File: config.mk
export PLATFORM = sky130hd
export DESIGN_NAME = block_mapping_ftl_flat
export DESIGN_NICKNAME = d
export VERILOG_FILES = /design/src/design/bmftl_pkg.sv /design/src/design/bmftl_if.sv /design/src/design/block_mapping_ftl.sv /design/src/design/bmftl_ram.sv /design/src/design/bmftl_ctrl.sv /design/src/design/bmftl_dp.sv /design/src/flat_wrapper.sv
export SDC_FILE = /design/constraint.sdc
export NUM_CORES = 1
export LEC_CHECK = 0
export ABC_AREA = 0
export BUFFER_PORTS_ARGS = -buffer_cell sky130_fd_sc_hd__buf_2
export CAP_MARGIN = 20
export CORE_MARGIN = 1.5
export CORE_UTILIZATION = 45
export CTS_CLUSTER_DIAMETER = 150
export DETAILED_ROUTE_END_ITERATION = 8
export HOLD_SLACK_MARGIN = 0.1
export MAX_ROUTING_LAYER = met4
export PLACE_DENSITY_LB_ADDON = 0.25
export RECOVER_POWER = 25
export SLEW_MARGIN = 20
export SYNTH_ARGS = -nofsm -noshare
export SYNTH_HDL_FRONTEND = slang
export SYNTH_HIERARCHICAL = 1
export SYNTH_SLANG_ARGS = --single-unit
File: constraint.sdc
create_clock -name i_clk -period 10.1 [get_ports i_clk]
set_input_delay 2.525 -clock i_clk [delete_from_list [all_inputs] [get_ports i_clk]]
set_output_delay 2.525 -clock i_clk [all_outputs]
set_load 0.01 [all_outputs]
File: src/design/bmftl_pkg.sv
// shared types and constants of the block-mapping flash translation layer
`default_nettype none

package bmftl_pkg;

    // fixed field widths
    localparam int SECTOR_W   = 6;
    localparam int CMD_W      = 3;
    localparam int PAGE_OUT_W = 7;
    localparam int BLK_OUT_W  = 5;

    // default geometry
    localparam int PAGES_PER_BLK_DEF  = 4;
    localparam int LOGICAL_BLOCKS_DEF = 16;

    // flash command codes
    typedef enum logic [CMD_W-1:0] {
        CMD_READ     = 3'd0,
        CMD_PROGRAM  = 3'd1,
        CMD_ERASE    = 3'd2,
        CMD_COPY     = 3'd3,
        CMD_UNMAPPED = 3'd4,
        CMD_NOFREE   = 3'd5
    } t_cmd;

    // which addresses go out with a command
    typedef enum logic [2:0] {
        SEL_NONE      = 3'd0,
        SEL_HOME      = 3'd1,
        SEL_NEW       = 3'd2,
        SEL_COPY      = 3'd3,
        SEL_ERASE_NEW = 3'd4,
        SEL_ERASE_OLD = 3'd5
    } t_sel;

    // controller to datapath
    typedef struct packed {
        logic load;
        logic look;
        logic upd_assign;
        logic upd_program;
        logic upd_merge;
        logic scan_step;
        logic emit;
        t_cmd code;
        t_sel sel;
        logic last;
    } t_dp_cmd;

    // datapath to controller
    typedef struct packed {
        logic wr;
        logic out_range;
        logic mapped;
        logic full;
        logic hit;
        logic copy_hit;
        logic scan_last;
        logic out_free;
    } t_dp_status;

endpackage

`default_nettype wire

File: src/design/bmftl_if.sv
// request and flash command channel interfaces
`default_nettype none

interface bmftl_req_if;
    import bmftl_pkg::*;

    logic                valid;
    logic                ready;
    logic                action;
    logic [SECTOR_W-1:0] sector_number;

    modport source (output valid, output action, output sector_number, input ready);
    modport sink   (input valid, input action, input sector_number, output ready);
endinterface

interface bmftl_cmd_if;
    import bmftl_pkg::*;

    logic                  valid;
    logic                  ready;
    t_cmd                  command;
    logic [PAGE_OUT_W-1:0] page_address;
    logic [PAGE_OUT_W-1:0] source_page;
    logic [BLK_OUT_W-1:0]  block_number;
    logic                  last;

    modport source (output valid, output command, output page_address, output source_page,
                    output block_number, output last, input ready);
    modport sink   (input valid, input command, input page_address, input source_page,
                    input block_number, input last, output ready);
endinterface

`default_nettype wire

File: src/design/block_mapping_ftl.sv
// Block-mapping flash translation layer. Each read or write request for a logical
// sector becomes one to PAGES_PER_BLK+2 flash commands (read page, program page,
// erase block, copy page, or an error code), the final one flagged by last. One
// request is handled at a time: a request is taken in the idle cycle, the block
// map is read in the next cycle and the written-page row of the physical block in
// the one after, and a request that yields a single command then emits it. A
// merge (write to an already written page) then emits the erase of the spare
// block, scans the PAGES_PER_BLK offsets at one offset per cycle, unless a copy
// waits on a stalled command channel, for pages to copy, and emits the erase of
// the old block and the program. A stall of the command channel holds each
// command until the output slot is free. Written-page state is cleared at reset
// by per-block valid flags, so the block is ready straight out of reset.
`default_nettype none

module block_mapping_ftl #(
    parameter int PAGES_PER_BLK  = bmftl_pkg::PAGES_PER_BLK_DEF,
    parameter int LOGICAL_BLOCKS = bmftl_pkg::LOGICAL_BLOCKS_DEF
) (
    input  wire logic   i_clk,
    input  wire logic   i_rst_n,
    bmftl_req_if.sink   i_req,
    bmftl_cmd_if.source o_cmd
);
    import bmftl_pkg::*;

    t_dp_cmd    dp_cmd;
    t_dp_status dp_status;
    logic       req_ready;

    // sequencing
    bmftl_ctrl u_ctrl (
        .i_clk       (i_clk),
        .i_rst_n     (i_rst_n),
        .i_req_valid (i_req.valid),
        .o_req_ready (req_ready),
        .i_status    (dp_status),
        .o_cmd       (dp_cmd)
    );

    assign i_req.ready = req_ready;

    // map, page state and command output
    bmftl_dp #(
        .PAGES_PER_BLK  (PAGES_PER_BLK),
        .LOGICAL_BLOCKS (LOGICAL_BLOCKS)
    ) u_dp (
        .i_clk          (i_clk),
        .i_rst_n        (i_rst_n),
        .i_action       (i_req.action),
        .i_sector       (i_req.sector_number),
        .i_cmd          (dp_cmd),
        .o_status       (dp_status),
        .i_out_ready    (o_cmd.ready),
        .o_out_valid    (o_cmd.valid),
        .o_command      (o_cmd.command),
        .o_page_address (o_cmd.page_address),
        .o_source_page  (o_cmd.source_page),
        .o_block_number (o_cmd.block_number),
        .o_last         (o_cmd.last)
    );

endmodule

`default_nettype wire

File: src/design/bmftl_ram.sv
// generic single write port ram with registered read
`default_nettype none

module bmftl_ram #(
    parameter int WIDTH = 8,
    parameter int DEPTH = 16
) (
    input  wire logic                     i_clk,
    input  wire logic                     i_we,
    input  wire logic [$clog2(DEPTH)-1:0] i_waddr,
    input  wire logic [WIDTH-1:0]         i_wdata,
    input  wire logic [$clog2(DEPTH)-1:0] i_raddr,
    output logic      [WIDTH-1:0]         o_rdata
);

    logic [WIDTH-1:0] r_mem [DEPTH];
    logic [WIDTH-1:0] r_rdata;

    // write and registered read
    always_ff @(posedge i_clk) begin
        if (i_we) begin
            r_mem[i_waddr] <= i_wdata;
        end
        r_rdata <= r_mem[i_raddr];
    end

    assign o_rdata = r_rdata;

endmodule

`default_nettype wire

File: src/design/bmftl_ctrl.sv
// controller state machine: lookup, decision and command sequencing
`default_nettype none

module bmftl_ctrl (
    input  wire logic                  i_clk,
    input  wire logic                  i_rst_n,
    input  wire logic                  i_req_valid,
    output logic                       o_req_ready,
    input  wire bmftl_pkg::t_dp_status i_status,
    output bmftl_pkg::t_dp_cmd         o_cmd
);
    import bmftl_pkg::*;

    typedef enum logic [7:0] {
        S_IDLE      = 8'b0000_0001,
        S_LOOK      = 8'b0000_0010,
        S_DECIDE    = 8'b0000_0100,
        S_ONE       = 8'b0000_1000,
        S_ERASE_NEW = 8'b0001_0000,
        S_COPY      = 8'b0010_0000,
        S_ERASE_OLD = 8'b0100_0000,
        S_PROG_NEW  = 8'b1000_0000
    } t_state;

    t_state r_state, n_state;
    t_cmd   r_one_code, n_one_code;
    t_sel   r_one_sel, n_one_sel;

    // state register
    always_ff @(posedge i_clk) begin
        if (!i_rst_n) begin
            r_state <= S_IDLE;
        end else begin
            r_state <= n_state;
        end
    end

    // single command held for emission
    always_ff @(posedge i_clk) begin
        r_one_code <= n_one_code;
        r_one_sel  <= n_one_sel;
    end

    // next state and commands to the datapath
    always_comb begin
        n_state            = r_state;
        n_one_code         = r_one_code;
        n_one_sel          = r_one_sel;
        o_req_ready        = (r_state == S_IDLE) && i_rst_n;
        o_cmd.load         = 1'b0;
        o_cmd.look         = 1'b0;
        o_cmd.upd_assign   = 1'b0;
        o_cmd.upd_program  = 1'b0;
        o_cmd.upd_merge    = 1'b0;
        o_cmd.scan_step    = 1'b0;
        o_cmd.emit         = 1'b0;
        o_cmd.code         = CMD_READ;
        o_cmd.sel          = SEL_NONE;
        o_cmd.last         = 1'b0;
        case (r_state)
            S_IDLE: begin
                if (i_req_valid && i_rst_n) begin
                    o_cmd.load = 1'b1;
                    n_state    = S_LOOK;
                end
            end
            S_LOOK: begin
                o_cmd.look = 1'b1;
                n_state    = S_DECIDE;
            end
            S_DECIDE: begin
                n_state = S_ONE;
                if (i_status.out_range) begin
                    n_one_code = i_status.wr ? CMD_NOFREE : CMD_UNMAPPED;
                    n_one_sel  = SEL_NONE;
                end else if (!i_status.wr) begin
                    n_one_code = i_status.mapped ? CMD_READ : CMD_UNMAPPED;
                    n_one_sel  = i_status.mapped ? SEL_HOME : SEL_NONE;
                end else if (!i_status.mapped) begin
                    if (i_status.full) begin
                        n_one_code = CMD_NOFREE;
                        n_one_sel  = SEL_NONE;
                    end else begin
                        o_cmd.upd_assign = 1'b1;
                        n_one_code       = CMD_PROGRAM;
                        n_one_sel        = SEL_HOME;
                    end
                end else if (!i_status.hit) begin
                    o_cmd.upd_program = 1'b1;
                    n_one_code        = CMD_PROGRAM;
                    n_one_sel         = SEL_HOME;
                end else begin
                    o_cmd.upd_merge = 1'b1;
                    n_state         = S_ERASE_NEW;
                end
            end
            S_ONE: begin
                if (i_status.out_free) begin
                    o_cmd.emit = 1'b1;
                    o_cmd.code = r_one_code;
                    o_cmd.sel  = r_one_sel;
                    o_cmd.last = 1'b1;
                    n_state    = S_IDLE;
                end
            end
            S_ERASE_NEW: begin
                if (i_status.out_free) begin
                    o_cmd.emit = 1'b1;
                    o_cmd.code = CMD_ERASE;
                    o_cmd.sel  = SEL_ERASE_NEW;
                    n_state    = S_COPY;
                end
            end
            S_COPY: begin
                // one offset per cycle unless a copy waits for a free output slot, copy only the other written pages
                if (!i_status.copy_hit || i_status.out_free) begin
                    o_cmd.scan_step = 1'b1;
                    o_cmd.emit      = i_status.copy_hit;
                    o_cmd.code      = CMD_COPY;
                    o_cmd.sel       = SEL_COPY;
                    if (i_status.scan_last) begin
                        n_state = S_ERASE_OLD;
                    end
                end
            end
            S_ERASE_OLD: begin
                if (i_status.out_free) begin
                    o_cmd.emit = 1'b1;
                    o_cmd.code = CMD_ERASE;
                    o_cmd.sel  = SEL_ERASE_OLD;
                    n_state    = S_PROG_NEW;
                end
            end
            S_PROG_NEW: begin
                if (i_status.out_free) begin
                    o_cmd.emit = 1'b1;
                    o_cmd.code = CMD_PROGRAM;
                    o_cmd.sel  = SEL_NEW;
                    o_cmd.last = 1'b1;
                    n_state    = S_IDLE;
                end
            end
            default: begin
                n_state = S_IDLE;
            end
        endcase
    end

    // a command is only pushed into a free output slot
    a_emit_free: assert property (@(posedge i_clk) disable iff (!i_rst_n)
        o_cmd.emit |-> i_status.out_free)
        else $error("command emitted into an occupied output slot");

    // the final command of a request returns the controller to idle
    a_last_idle: assert property (@(posedge i_clk) disable iff (!i_rst_n)
        (o_cmd.emit && o_cmd.last) |=> (r_state == S_IDLE))
        else $error("controller not idle after last command");

    // a new request is never taken while a merge is in flight
    a_no_load_busy: assert property (@(posedge i_clk) disable iff (!i_rst_n)
        o_cmd.upd_merge |=> !o_req_ready)
        else $error("request accepted during merge");

endmodule

`default_nettype wire

File: src/design/bmftl_dp.sv
// datapath: block map, written-page rows, block allocation and output register
`default_nettype none

module bmftl_dp #(
    parameter int PAGES_PER_BLK  = bmftl_pkg::PAGES_PER_BLK_DEF,
    parameter int LOGICAL_BLOCKS = bmftl_pkg::LOGICAL_BLOCKS_DEF
) (
    input  wire logic                                 i_clk,
    input  wire logic                                 i_rst_n,
    input  wire logic                                 i_action,
    input  wire logic [bmftl_pkg::SECTOR_W-1:0]       i_sector,
    input  wire bmftl_pkg::t_dp_cmd                   i_cmd,
    output bmftl_pkg::t_dp_status                     o_status,
    input  wire logic                                 i_out_ready,
    output logic                                      o_out_valid,
    output bmftl_pkg::t_cmd                           o_command,
    output logic      [bmftl_pkg::PAGE_OUT_W-1:0]     o_page_address,
    output logic      [bmftl_pkg::PAGE_OUT_W-1:0]     o_source_page,
    output logic      [bmftl_pkg::BLK_OUT_W-1:0]      o_block_number,
    output logic                                      o_last
);
    import bmftl_pkg::*;

    // geometry reachable from a six-bit sector number
    localparam int MAX_LBN     = (2**SECTOR_W - 1) / PAGES_PER_BLK;
    localparam int MAP_DEPTH   = (LOGICAL_BLOCKS < MAX_LBN + 1) ? LOGICAL_BLOCKS : MAX_LBN + 1;
    localparam int LBN_W       = $clog2(MAX_LBN + 1);
    localparam int MAP_AW      = $clog2(MAP_DEPTH);
    localparam int PHYS_BLOCKS = MAP_DEPTH + 1;
    localparam int BLK_W       = $clog2(PHYS_BLOCKS);
    localparam int OFF_W       = $clog2(PAGES_PER_BLK);
    localparam int PAGE_W      = $clog2(PHYS_BLOCKS * PAGES_PER_BLK);
    // sector / pages-per-block by reciprocal, exact for six-bit sectors
    localparam int RECIP_SH    = 12;
    localparam int RECIP       = (2**RECIP_SH + PAGES_PER_BLK - 1) / PAGES_PER_BLK;
    localparam int PROD_W      = SECTOR_W + RECIP_SH + 1;

    logic                     r_act;
    logic [SECTOR_W-1:0]      r_sec;
    logic [LBN_W-1:0]         r_lbn;
    logic [OFF_W-1:0]         r_off;
    logic [BLK_W-1:0]         r_pbn;
    logic [BLK_W-1:0]         r_nb;
    logic [BLK_W-1:0]         r_spare;
    logic [BLK_W-1:0]         r_next;
    logic [PAGES_PER_BLK-1:0] r_row;
    logic [OFF_W-1:0]         r_scan;
    logic                     r_map_valid [MAP_DEPTH];
    logic                     r_row_valid [PHYS_BLOCKS];

    logic                     r_out_valid;
    t_cmd                     r_command;
    logic [PAGE_OUT_W-1:0]    r_page;
    logic [PAGE_OUT_W-1:0]    r_src;
    logic [BLK_OUT_W-1:0]     r_blk;
    logic                     r_last;

    logic [PROD_W-1:0]        lbn_prod;
    logic [LBN_W-1:0]         lbn_in;
    logic [BLK_W-1:0]         next_blk;
    logic [BLK_W-1:0]         map_rdata;
    logic                     map_we;
    logic [BLK_W-1:0]         map_wdata;
    logic [PAGES_PER_BLK-1:0] row_rdata;
    logic [PAGES_PER_BLK-1:0] eff_row;
    logic [PAGES_PER_BLK-1:0] row_bit;
    logic                     row_we;
    logic [BLK_W-1:0]         row_waddr;
    logic [PAGES_PER_BLK-1:0] row_wdata;
    logic [PAGE_W-1:0]        page_home;
    logic [PAGE_W-1:0]        page_new;
    logic [PAGE_W-1:0]        page_dst;
    logic [PAGE_W-1:0]        page_src;
    logic                     out_free;

    // split sector into logical block at accept time
    assign lbn_prod = PROD_W'(i_sector) * PROD_W'(RECIP);
    assign lbn_in   = LBN_W'(lbn_prod >> RECIP_SH);
    assign next_blk = r_next + BLK_W'(1);
    assign row_bit  = {{(PAGES_PER_BLK-1){1'b0}}, 1'b1} << r_off;
    assign eff_row  = r_row_valid[r_pbn] ? row_rdata : '0;

    // request fields and lookup results
    always_ff @(posedge i_clk) begin
        if (i_cmd.load) begin
            r_act <= i_action;
            r_sec <= i_sector;
            r_lbn <= lbn_in;
        end
        if (i_cmd.look) begin
            r_pbn <= map_rdata;
            r_off <= OFF_W'(r_sec - SECTOR_W'(SECTOR_W'(r_lbn) * SECTOR_W'(PAGES_PER_BLK)));
        end
        if (i_cmd.upd_assign) begin
            r_pbn <= next_blk;
        end
        if (i_cmd.upd_merge) begin
            r_nb   <= r_spare;
            r_row  <= eff_row;
            r_scan <= '0;
        end else if (i_cmd.scan_step) begin
            r_scan <= r_scan + OFF_W'(1);
        end
    end

    // allocation state and valid bits
    always_ff @(posedge i_clk) begin
        if (!i_rst_n) begin
            r_spare <= '0;
            r_next  <= '0;
            for (int i = 0; i < MAP_DEPTH; i++) begin
                r_map_valid[i] <= 1'b0;
            end
            for (int i = 0; i < PHYS_BLOCKS; i++) begin
                r_row_valid[i] <= 1'b0;
            end
        end else begin
            if (i_cmd.upd_assign) begin
                r_next                        <= next_blk;
                r_map_valid[r_lbn[MAP_AW-1:0]] <= 1'b1;
                r_row_valid[next_blk]         <= 1'b1;
            end
            if (i_cmd.upd_program) begin
                r_row_valid[r_pbn] <= 1'b1;
            end
            if (i_cmd.upd_merge) begin
                r_spare              <= r_pbn;
                r_row_valid[r_spare] <= 1'b1;
                r_row_valid[r_pbn]   <= 1'b0;
            end
        end
    end

    // block map write
    assign map_we    = i_cmd.upd_assign || i_cmd.upd_merge;
    assign map_wdata = i_cmd.upd_assign ? next_blk : r_spare;

    bmftl_ram #(
        .WIDTH (BLK_W),
        .DEPTH (MAP_DEPTH)
    ) u_map (
        .i_clk   (i_clk),
        .i_we    (map_we),
        .i_waddr (r_lbn[MAP_AW-1:0]),
        .i_wdata (map_wdata),
        .i_raddr (lbn_in[MAP_AW-1:0]),
        .o_rdata (map_rdata)
    );

    // written-page row write
    always_comb begin
        row_we    = i_cmd.upd_assign || i_cmd.upd_program || i_cmd.upd_merge;
        row_waddr = r_pbn;
        row_wdata = eff_row | row_bit;
        if (i_cmd.upd_assign) begin
            row_waddr = next_blk;
            row_wdata = row_bit;
        end else if (i_cmd.upd_merge) begin
            row_waddr = r_spare;
            row_wdata = eff_row;
        end
    end

    bmftl_ram #(
        .WIDTH (PAGES_PER_BLK),
        .DEPTH (PHYS_BLOCKS)
    ) u_rows (
        .i_clk   (i_clk),
        .i_we    (row_we),
        .i_waddr (row_waddr),
        .i_wdata (row_wdata),
        .i_raddr (map_rdata),
        .o_rdata (row_rdata)
    );

    // physical page addresses
    assign page_home = PAGE_W'(r_pbn) * PAGE_W'(PAGES_PER_BLK) + PAGE_W'(r_off);
    assign page_new  = PAGE_W'(r_nb) * PAGE_W'(PAGES_PER_BLK) + PAGE_W'(r_off);
    assign page_dst  = PAGE_W'(r_nb) * PAGE_W'(PAGES_PER_BLK) + PAGE_W'(r_scan);
    assign page_src  = PAGE_W'(r_pbn) * PAGE_W'(PAGES_PER_BLK) + PAGE_W'(r_scan);

    // output register
    assign out_free = !r_out_valid || i_out_ready;

    always_ff @(posedge i_clk) begin
        if (!i_rst_n) begin
            r_out_valid <= 1'b0;
        end else if (i_cmd.emit) begin
            r_out_valid <= 1'b1;
        end else if (i_out_ready) begin
            r_out_valid <= 1'b0;
        end
    end

    always_ff @(posedge i_clk) begin
        if (i_cmd.emit) begin
            r_command <= i_cmd.code;
            r_last    <= i_cmd.last;
            case (i_cmd.sel)
                SEL_HOME: begin
                    r_page <= PAGE_OUT_W'(page_home);
                    r_src  <= '0;
                    r_blk  <= '0;
                end
                SEL_NEW: begin
                    r_page <= PAGE_OUT_W'(page_new);
                    r_src  <= '0;
                    r_blk  <= '0;
                end
                SEL_COPY: begin
                    r_page <= PAGE_OUT_W'(page_dst);
                    r_src  <= PAGE_OUT_W'(page_src);
                    r_blk  <= '0;
                end
                SEL_ERASE_NEW: begin
                    r_page <= '0;
                    r_src  <= '0;
                    r_blk  <= BLK_OUT_W'(r_nb);
                end
                SEL_ERASE_OLD: begin
                    r_page <= '0;
                    r_src  <= '0;
                    r_blk  <= BLK_OUT_W'(r_pbn);
                end
                default: begin
                    r_page <= '0;
                    r_src  <= '0;
                    r_blk  <= '0;
                end
            endcase
        end
    end

    assign o_out_valid    = r_out_valid;
    assign o_command      = r_command;
    assign o_page_address = r_page;
    assign o_source_page  = r_src;
    assign o_block_number = r_blk;
    assign o_last         = r_last;

    // status to the controller
    assign o_status.wr        = r_act;
    assign o_status.out_range = (32'(r_lbn) >= 32'(LOGICAL_BLOCKS));
    assign o_status.mapped    = r_map_valid[r_lbn[MAP_AW-1:0]];
    assign o_status.full      = (32'(r_next) >= 32'(LOGICAL_BLOCKS));
    assign o_status.hit       = eff_row[r_off];
    assign o_status.copy_hit  = r_row[r_scan] && (r_scan != r_off);
    assign o_status.scan_last = (32'(r_scan) == 32'(PAGES_PER_BLK - 1));
    assign o_status.out_free  = out_free;

    // the spare block is never the home of a mapped logical block
    a_spare_distinct: assert property (@(posedge i_clk) disable iff (!i_rst_n)
        i_cmd.upd_merge |-> (r_spare != r_pbn))
        else $error("merge with spare equal to home block");

    // the old home, now spare, reads as erased after a merge
    a_spare_erased: assert property (@(posedge i_clk) disable iff (!i_rst_n)
        i_cmd.upd_merge |=> !r_row_valid[r_spare])
        else $error("new spare block not erased");

    // allocation never runs past the map
    a_next_bound: assert property (@(posedge i_clk) disable iff (!i_rst_n)
        i_cmd.upd_assign |-> (32'(r_next) < 32'(MAP_DEPTH)))
        else $error("block allocation past map depth");

endmodule

`default_nettype wire
File: src/flat_wrapper.sv
// flat-port wrapper written by rule: the top's interface ports become plain ports
module block_mapping_ftl_flat import bmftl_pkg::*;
#(
    parameter int PAGES_PER_BLK  = bmftl_pkg::PAGES_PER_BLK_DEF,
    parameter int LOGICAL_BLOCKS = bmftl_pkg::LOGICAL_BLOCKS_DEF
)
  (i_clk, i_rst_n, i_req_valid, i_req_action, i_req_sector_number, i_req_ready, o_cmd_valid, o_cmd_command, o_cmd_page_address, o_cmd_source_page, o_cmd_block_number, o_cmd_last, o_cmd_ready);
  bmftl_req_if i_req_i ();
  bmftl_cmd_if o_cmd_i ();
  input  wire logic i_clk;
  input  wire logic i_rst_n;
  input wire logic [$bits(i_req_i.valid)-1:0] i_req_valid;
  input wire logic [$bits(i_req_i.action)-1:0] i_req_action;
  input wire logic [$bits(i_req_i.sector_number)-1:0] i_req_sector_number;
  output wire logic [$bits(i_req_i.ready)-1:0] i_req_ready;
  output wire logic [$bits(o_cmd_i.valid)-1:0] o_cmd_valid;
  output wire logic [$bits(o_cmd_i.command)-1:0] o_cmd_command;
  output wire logic [$bits(o_cmd_i.page_address)-1:0] o_cmd_page_address;
  output wire logic [$bits(o_cmd_i.source_page)-1:0] o_cmd_source_page;
  output wire logic [$bits(o_cmd_i.block_number)-1:0] o_cmd_block_number;
  output wire logic [$bits(o_cmd_i.last)-1:0] o_cmd_last;
  input wire logic [$bits(o_cmd_i.ready)-1:0] o_cmd_ready;
  assign i_req_i.valid = i_req_valid;
  assign i_req_i.action = i_req_action;
  assign i_req_i.sector_number = i_req_sector_number;
  assign i_req_ready = i_req_i.ready;
  assign o_cmd_valid = o_cmd_i.valid;
  assign o_cmd_command = o_cmd_i.command;
  assign o_cmd_page_address = o_cmd_i.page_address;
  assign o_cmd_source_page = o_cmd_i.source_page;
  assign o_cmd_block_number = o_cmd_i.block_number;
  assign o_cmd_last = o_cmd_i.last;
  assign o_cmd_i.ready = o_cmd_ready;
  block_mapping_ftl #(.PAGES_PER_BLK(PAGES_PER_BLK), .LOGICAL_BLOCKS(LOGICAL_BLOCKS)) u_core (.i_clk(i_clk), .i_rst_n(i_rst_n), .i_req(i_req_i), .o_cmd(o_cmd_i));
endmodule
# Word-level counts from Yosys, hierarchy flattened
# Memories as Yosys holds them, arrays and structs flattened. A register that Yosys moved wholly into a read port is not among the register bits.
# Cells that the tools add are included.
dict set report totals {
  regBits 73
  latch_bits 0
  mem_bits_rw 181
  rom_bits 0
  inputBits 11
  out_inout_bits 25
  wordCells 163
  n_memories 4
}
# name depth width read_ports rd_ports_with_merged_regs write_ports line_no
set mem_list {}
lappend mem_list {u_core.u_dp.u_map.r_mem 16 5 1 1 1 bmftl_ram.sv:16} ;# logic [WIDTH-1:0] r_mem [DEPTH];
lappend mem_list {u_core.u_dp.u_rows.r_mem 17 4 1 1 1 bmftl_ram.sv:16}
lappend mem_list {u_core.u_dp.r_row_valid 17 1 1 1 17 bmftl_dp.sv:49} ;# logic r_row_valid [PHYS_BLOCKS];
lappend mem_list {u_core.u_dp.r_map_valid 16 1 1 1 16 bmftl_dp.sv:48} ;# logic r_map_valid [MAP_DEPTH];
dict set report op_classes {
  addsub 7
  mul 0
  div 0
  magnitude_cmp 3
  eq_ne 23
  shift 1
  mux 82
  n_bitwise 5
  n_reduce_logical 19
}
# cell n
set ops {}
lappend ops {{two-way mux 8 bit} 9}
lappend ops {{two-way mux 5 bit} 12}
lappend ops {{case mux 8 bit (7 select lines)} 1}
lappend ops {{two-way mux 1 bit} 37}
lappend ops {{case mux 7 bit (5 select lines)} 1}
lappend ops {{adder 7 x 2 -> 7 bit} 4}
lappend ops {{two-way mux 3 bit} 9}
lappend ops {{case mux 7 bit (3 select lines)} 1}
lappend ops {{two-way mux 4 bit} 5}
lappend ops {{two-way mux 7 bit} 2}
lappend ops {{case mux 5 bit (2 select lines)} 1}
lappend ops {{== test 8 x 1 -> 1 bit (second input constant)} 1}
lappend ops {{== test 8 x 2 -> 1 bit (second input constant)} 1}
lappend ops {{== test 8 x 3 -> 1 bit (second input constant)} 1}
lappend ops {{== test 8 x 4 -> 1 bit (second input constant)} 1}
lappend ops {{== test 8 x 5 -> 1 bit (second input constant)} 1}
lappend ops {{== test 8 x 6 -> 1 bit (second input constant)} 1}
lappend ops {{== test 8 x 7 -> 1 bit (second input constant)} 1}
lappend ops {{== test 8 bit (second input constant)} 1}
lappend ops {{== test 3 x 2 -> 1 bit (second input constant)} 2}
lappend ops {{== test 3 bit (second input constant)} 2}
lappend ops {{< comparator 2 x 3 -> 1 bit (second input constant)} 2}
lappend ops {{inequality test 2 x 1 -> 1 bit (second input constant)} 3}
lappend ops {{inequality test 2 bit (second input constant)} 3}
lappend ops {{other kinds (25)} 38}

# Depth between registers and ports, before layout
dict set report logic_depth {
  ltp_word 15
  ltp_mapped 18
  ltp_nobuf 14
}

# Modules after synthesis
# Netlist, hierarchy kept.
# mod n_inst cells_per_inst area_per_inst_um2 seq_area_each_um2
set modules_own_cells {}
lappend modules_own_cells {bmftl_dp 1 642 5926.9 2782.7}
lappend modules_own_cells {{bmftl_ram (u_core.u_dp.u_map)} 1 155 3213.1 2502.4}
lappend modules_own_cells {{bmftl_ram (u_core.u_dp.u_rows)} 1 141 2875.3 2122.0}
lappend modules_own_cells {bmftl_ctrl 1 100 849.6 250.2}

# Worst setup path after synthesis
# OpenSTA, ideal clock, no wires.
dict set report synth_path {
  kind {input to output}
  startpoint {input port i_rst_n}
  endpoint {output port i_req_ready}
  t_arrival_ns 2.669
  slack_ns 4.906
  cell_stages 2
  path_buffers 0
  cell_sequence {nand2_1 inv_1}
}
dict set report synth_between {
  elab_chain_cells 1
}
# item line_no
set synth_rtl {}
lappend synth_rtl {{start, declared} flat_wrapper.sv:11} ;# input wire logic i_rst_n;
lappend synth_rtl {{logical AND 1 bit} bmftl_ctrl.sv:49} ;# o_req_ready = (r_state == S_IDLE) && i_rst_n;
lappend synth_rtl {{end, declared} flat_wrapper.sv:15} ;# output wire logic [$bits(i_req_i.ready)-1:0] i_req_ready;
# No other way between the ends.

# Final worst setup path
# Same ends and word-level chain as after synthesis.

==> flow_summary.yaml <==
status:
  status: "finished with violations"
  violations: "capacitance limit, slew limit"
critical_path:
  crit_buf_inv: 4
  cp_slowest_cell: "clkbuf_1"
  slowest_delay_ns: 1.70
  cp.required_ns: 7.58
  r2r_cells: 13
  path_class: "input pin to output pin"
  cp_top_family: "buffers and inverters"
  path_common_cell: "buf_2"
  worst_ep_arrival_time_ns: 4.86
  end_kind: "output pin"
  cp.depth: 5
  crit_path_max_fanout: 55
  crit_chain: "buf_2 -> clkbuf_1 -> nand2_1 -> inv_1 -> buf_2"
  startpoint_type: "input pin"
synthesis:
  ys_dominant_reg_cell: "edfxtp_1"
  ys_top_cells_by_count: "edfxtp_1, nand2_1, nor2_1"
  avgSynthCellArea_um2: 12.4
  synth.distinct_cells: 75
  synth-edff-count: 197
  synth_area_leaders: "edfxtp_1, dfxtp_1, mux4_2"
  syn_area_um2: 12900
  synth_nets: 1055
  post-synth-top-area-cell: "edfxtp_1"
  yosysSeqAreaShare_pct: 59.5
  synthCells: 1038
  ys_ff_latch: 284
  yosysMostFrequentCell: "edfxtp_1"
  ys_async_sr_fraction_pct: 0
  synth_top_area_share_pct: 46.0
  ys_warn_count: 6
timing:
  setup_tns_ns: 0
  tightest_slew_ns: 2.42
  max-slew-margin-rel_pct: -61.4
  period_share_pct: 73.1
  rsz0062_at_grt: "no"
  finClkSkew_ns: 0.0223
  drv_slew: 123
  final.min_clock_period_ns: 7.39
  max_freq_mhz: 135
  setup_viol: 0
  hold_viol: 0
clock_tree:
  cts_resized: 0
  cts_setup_buffers: 0
  cts_tree: "done"
  path_clk_slew_ns: 0.06
  clock_path_buffers: 3
  clock_latency_ns: 0.55
  htreeDepth: 1
  clock-sinks: 284
  ctsHoldBuffers: 0
  clockRootBuffer: "clkbuf_16"
  cts_buffers: 29
placed_design:
  place_congestion: 0.871
  hpwlAfterDp_um: 18900
  io_buffers: 35
  place_area_um2: 13300
final_layout:
  layout-drive-gt1-share_pct: 9.71
  fillers: 2434
  stdcell_area_um2: 14100
  syn2layout_area_growth_pct: 9.81
  seq_area_um2: 7660
  multi_input_area_um2: 4790
  antenna_cells: 0
  layout.nets: 1065
floorplanning:
  dieWidth_um: 172
  start_util_pct: 46.1
  dieArea_um2: 29600
  io_pins: 36
  die_y_um: 172
  core-area_um2: 27900
  rows: 61
detailed_routing:
  drc: 0
  via_count: 8283
  routedWlPerCell_um: 19.5
  dr.pass1.iters: 5
  vias_per_cell: 5.72
  totalWireLength_um: 28200
  ant_nets: 0
  drt-initial-drc-count: 663
pwr:
  intPower_uw: 1930
  power_density_nw_per_um2: 173
  power.leakage_uw: 0.00483
  seqPwrFrac_pct: 52.7
  pwr-share-clk_pct: 43.1
  switchingPower_uw: 514
  swShare_pct: 21.1
  comb_power_share_pct: 4.2
  ir_worst_vdd_mv: 0.161
grt:
  grt_usage_pct: 20.0
  overflow: 0
  grt_pass1_vias: 7897
  grt_pass1_wl_um: 44400
  grt_max_degree: 56
  grt_antenna_before_repair: 0
worst_hold_path:
  worstHoldPathCells: 0
  holdCritPathClass: "flip-flop to flip-flop"
run:
  drv.max_cap_violation_count: 5
==> worst paths after layout <==
kind / startpoint / end / slack (ns)
worst min register to register: u_core/u_dp/r_sec[0] / u_core/u_dp/r_off[0] / 0.43
worst min-delay path: u_core/u_dp/r_sec[0] / u_core/u_dp/r_off[0] / 0.43
worst max register to register: flip-flop / u_core/u_dp/u_rows/r_mem[8][2] / 4.60
worst max-delay path: i_rst_n / i_req_ready / 2.71
==> placed cells by master (no fill, tap or decap), drive strengths merged, types with 4 or more instances in the layout <==
| cell | n |
|---|---|
| buf | 9 |
| nor2b | 24 |
| nor3 | 16 |
| and2 | 21 |
| clkinv | 7 |
| o22ai | 17 |
| a32o | 4 |
| o21a | 11 |
| nand3b | 11 |
| o311ai | 6 |
| clkbuf | 74 |
| nand2 | 104 |
| nand3 | 26 |
| nor2 | 101 |
| nor4b | 4 |
| o31ai | 4 |
| inv | 22 |
| nand2b | 18 |
| a32oi | 9 |
| edfxtp | 197 |
| a31oi | 8 |
| o21ai | 64 |
| a211oi | 7 |
| or3 | 4 |
| xnor2 | 6 |
| mux2 | 12 |
| nor3b | 7 |
| a21boi | 4 |
| mux2i | 32 |
| dfxtp | 87 |
| or2 | 6 |
| xor2 | 7 |
| mux4 | 42 |
| ha | 6 |
| a22oi | 16 |
| a21oi | 26 |
==> power by group through the flow <==
stage	Clock (uW)	Sequential, uW	Combinational (uW)
floorplan	0	1290	86.6
global placement	0	1310	102
detailed placement	0	1310	104
CTS	1080	1290	105
global route	1120	1290	114
finish	1050	1290	103
==> sequential cells by signal (all words and copies together), names as in the netlist, 7 cells and up, named ones only <==
signal and count:
u_core/u_dp/o_source_page 7, u_core/u_dp/u_rows/r_mem 68, u_core/u_dp/u_map/r_mem 80, u_core/u_dp/o_page_address 7, u_core/u_dp/r_map_valid 16, u_core/u_dp/r_row_valid 32, u_core/u_ctrl/r_state 8
==> layer usage <==
metal / vias up / share of wire, % / wire, um / GRT usage [%]
met3: 48 / 5.2 / 1460 / 2.79
met1: 4061 / 45 / 12700 / 26.9
met4: 0 / 2.1 / 601 / 4.80
met5: - / 0 / 0 / -
met2: 239 / 48 / 13500 / 32.3
li1: 3935 / - / - / -
==> area by class of cell <==
type / count / share of cell area (%)
tap: 378 / 3.35
timing repair buffer: 42 / 1.25
clock buffer: 41 / 5.67
multi-input combinational: 670 / 33.9
inverter: 21 / 0.558
clock inverter: 13 / 1.04
sequential: 284 / 54.2
==> cell families (layout without fill, tap and decap cells) <==
logic type               after synthesis  after routing  synth area share [%]
AO/OA/AOI/OAI                        203            203                  10.4
XOR/XNOR                              13             13                 0.885
adder cells (fa/ha/maj)                6              6                 0.584
buffers and inverters                 84            117                  3.24
flip-flops                           284            284                  59.5
multiplexers                          86             86                  11.3
other                                  1              1                0.0291
AND/OR/NAND/NOR                      361            361                  14.0
==> worst register-to-register path: cells and delay by family, from the launching register on <==
family | cells | cell delay (ns)
simple gates | 7 | 1.86
flops | 1 | 0.98
mux | 1 | 0.32
compound gates | 5 | 1.97
==> per-stage QoR <==
stage          instances  worst slack, ns  util [%]  hold slack [ns]  total power [uW]
3_3_place_gp        1395             4.12      47.4            0.404              1410
4_1_cts             1449             4.11      50.8            0.424              2470
5_1_grt             1449             2.50      50.6            0.437              2530
6_report            1449             2.71      50.6            0.428              2440
2_1_floorplan       1038             4.91         -            0.400              1380
3_5_place_dp        1395             4.11      47.4            0.420              1410
(Power assumes the default switching activity.)
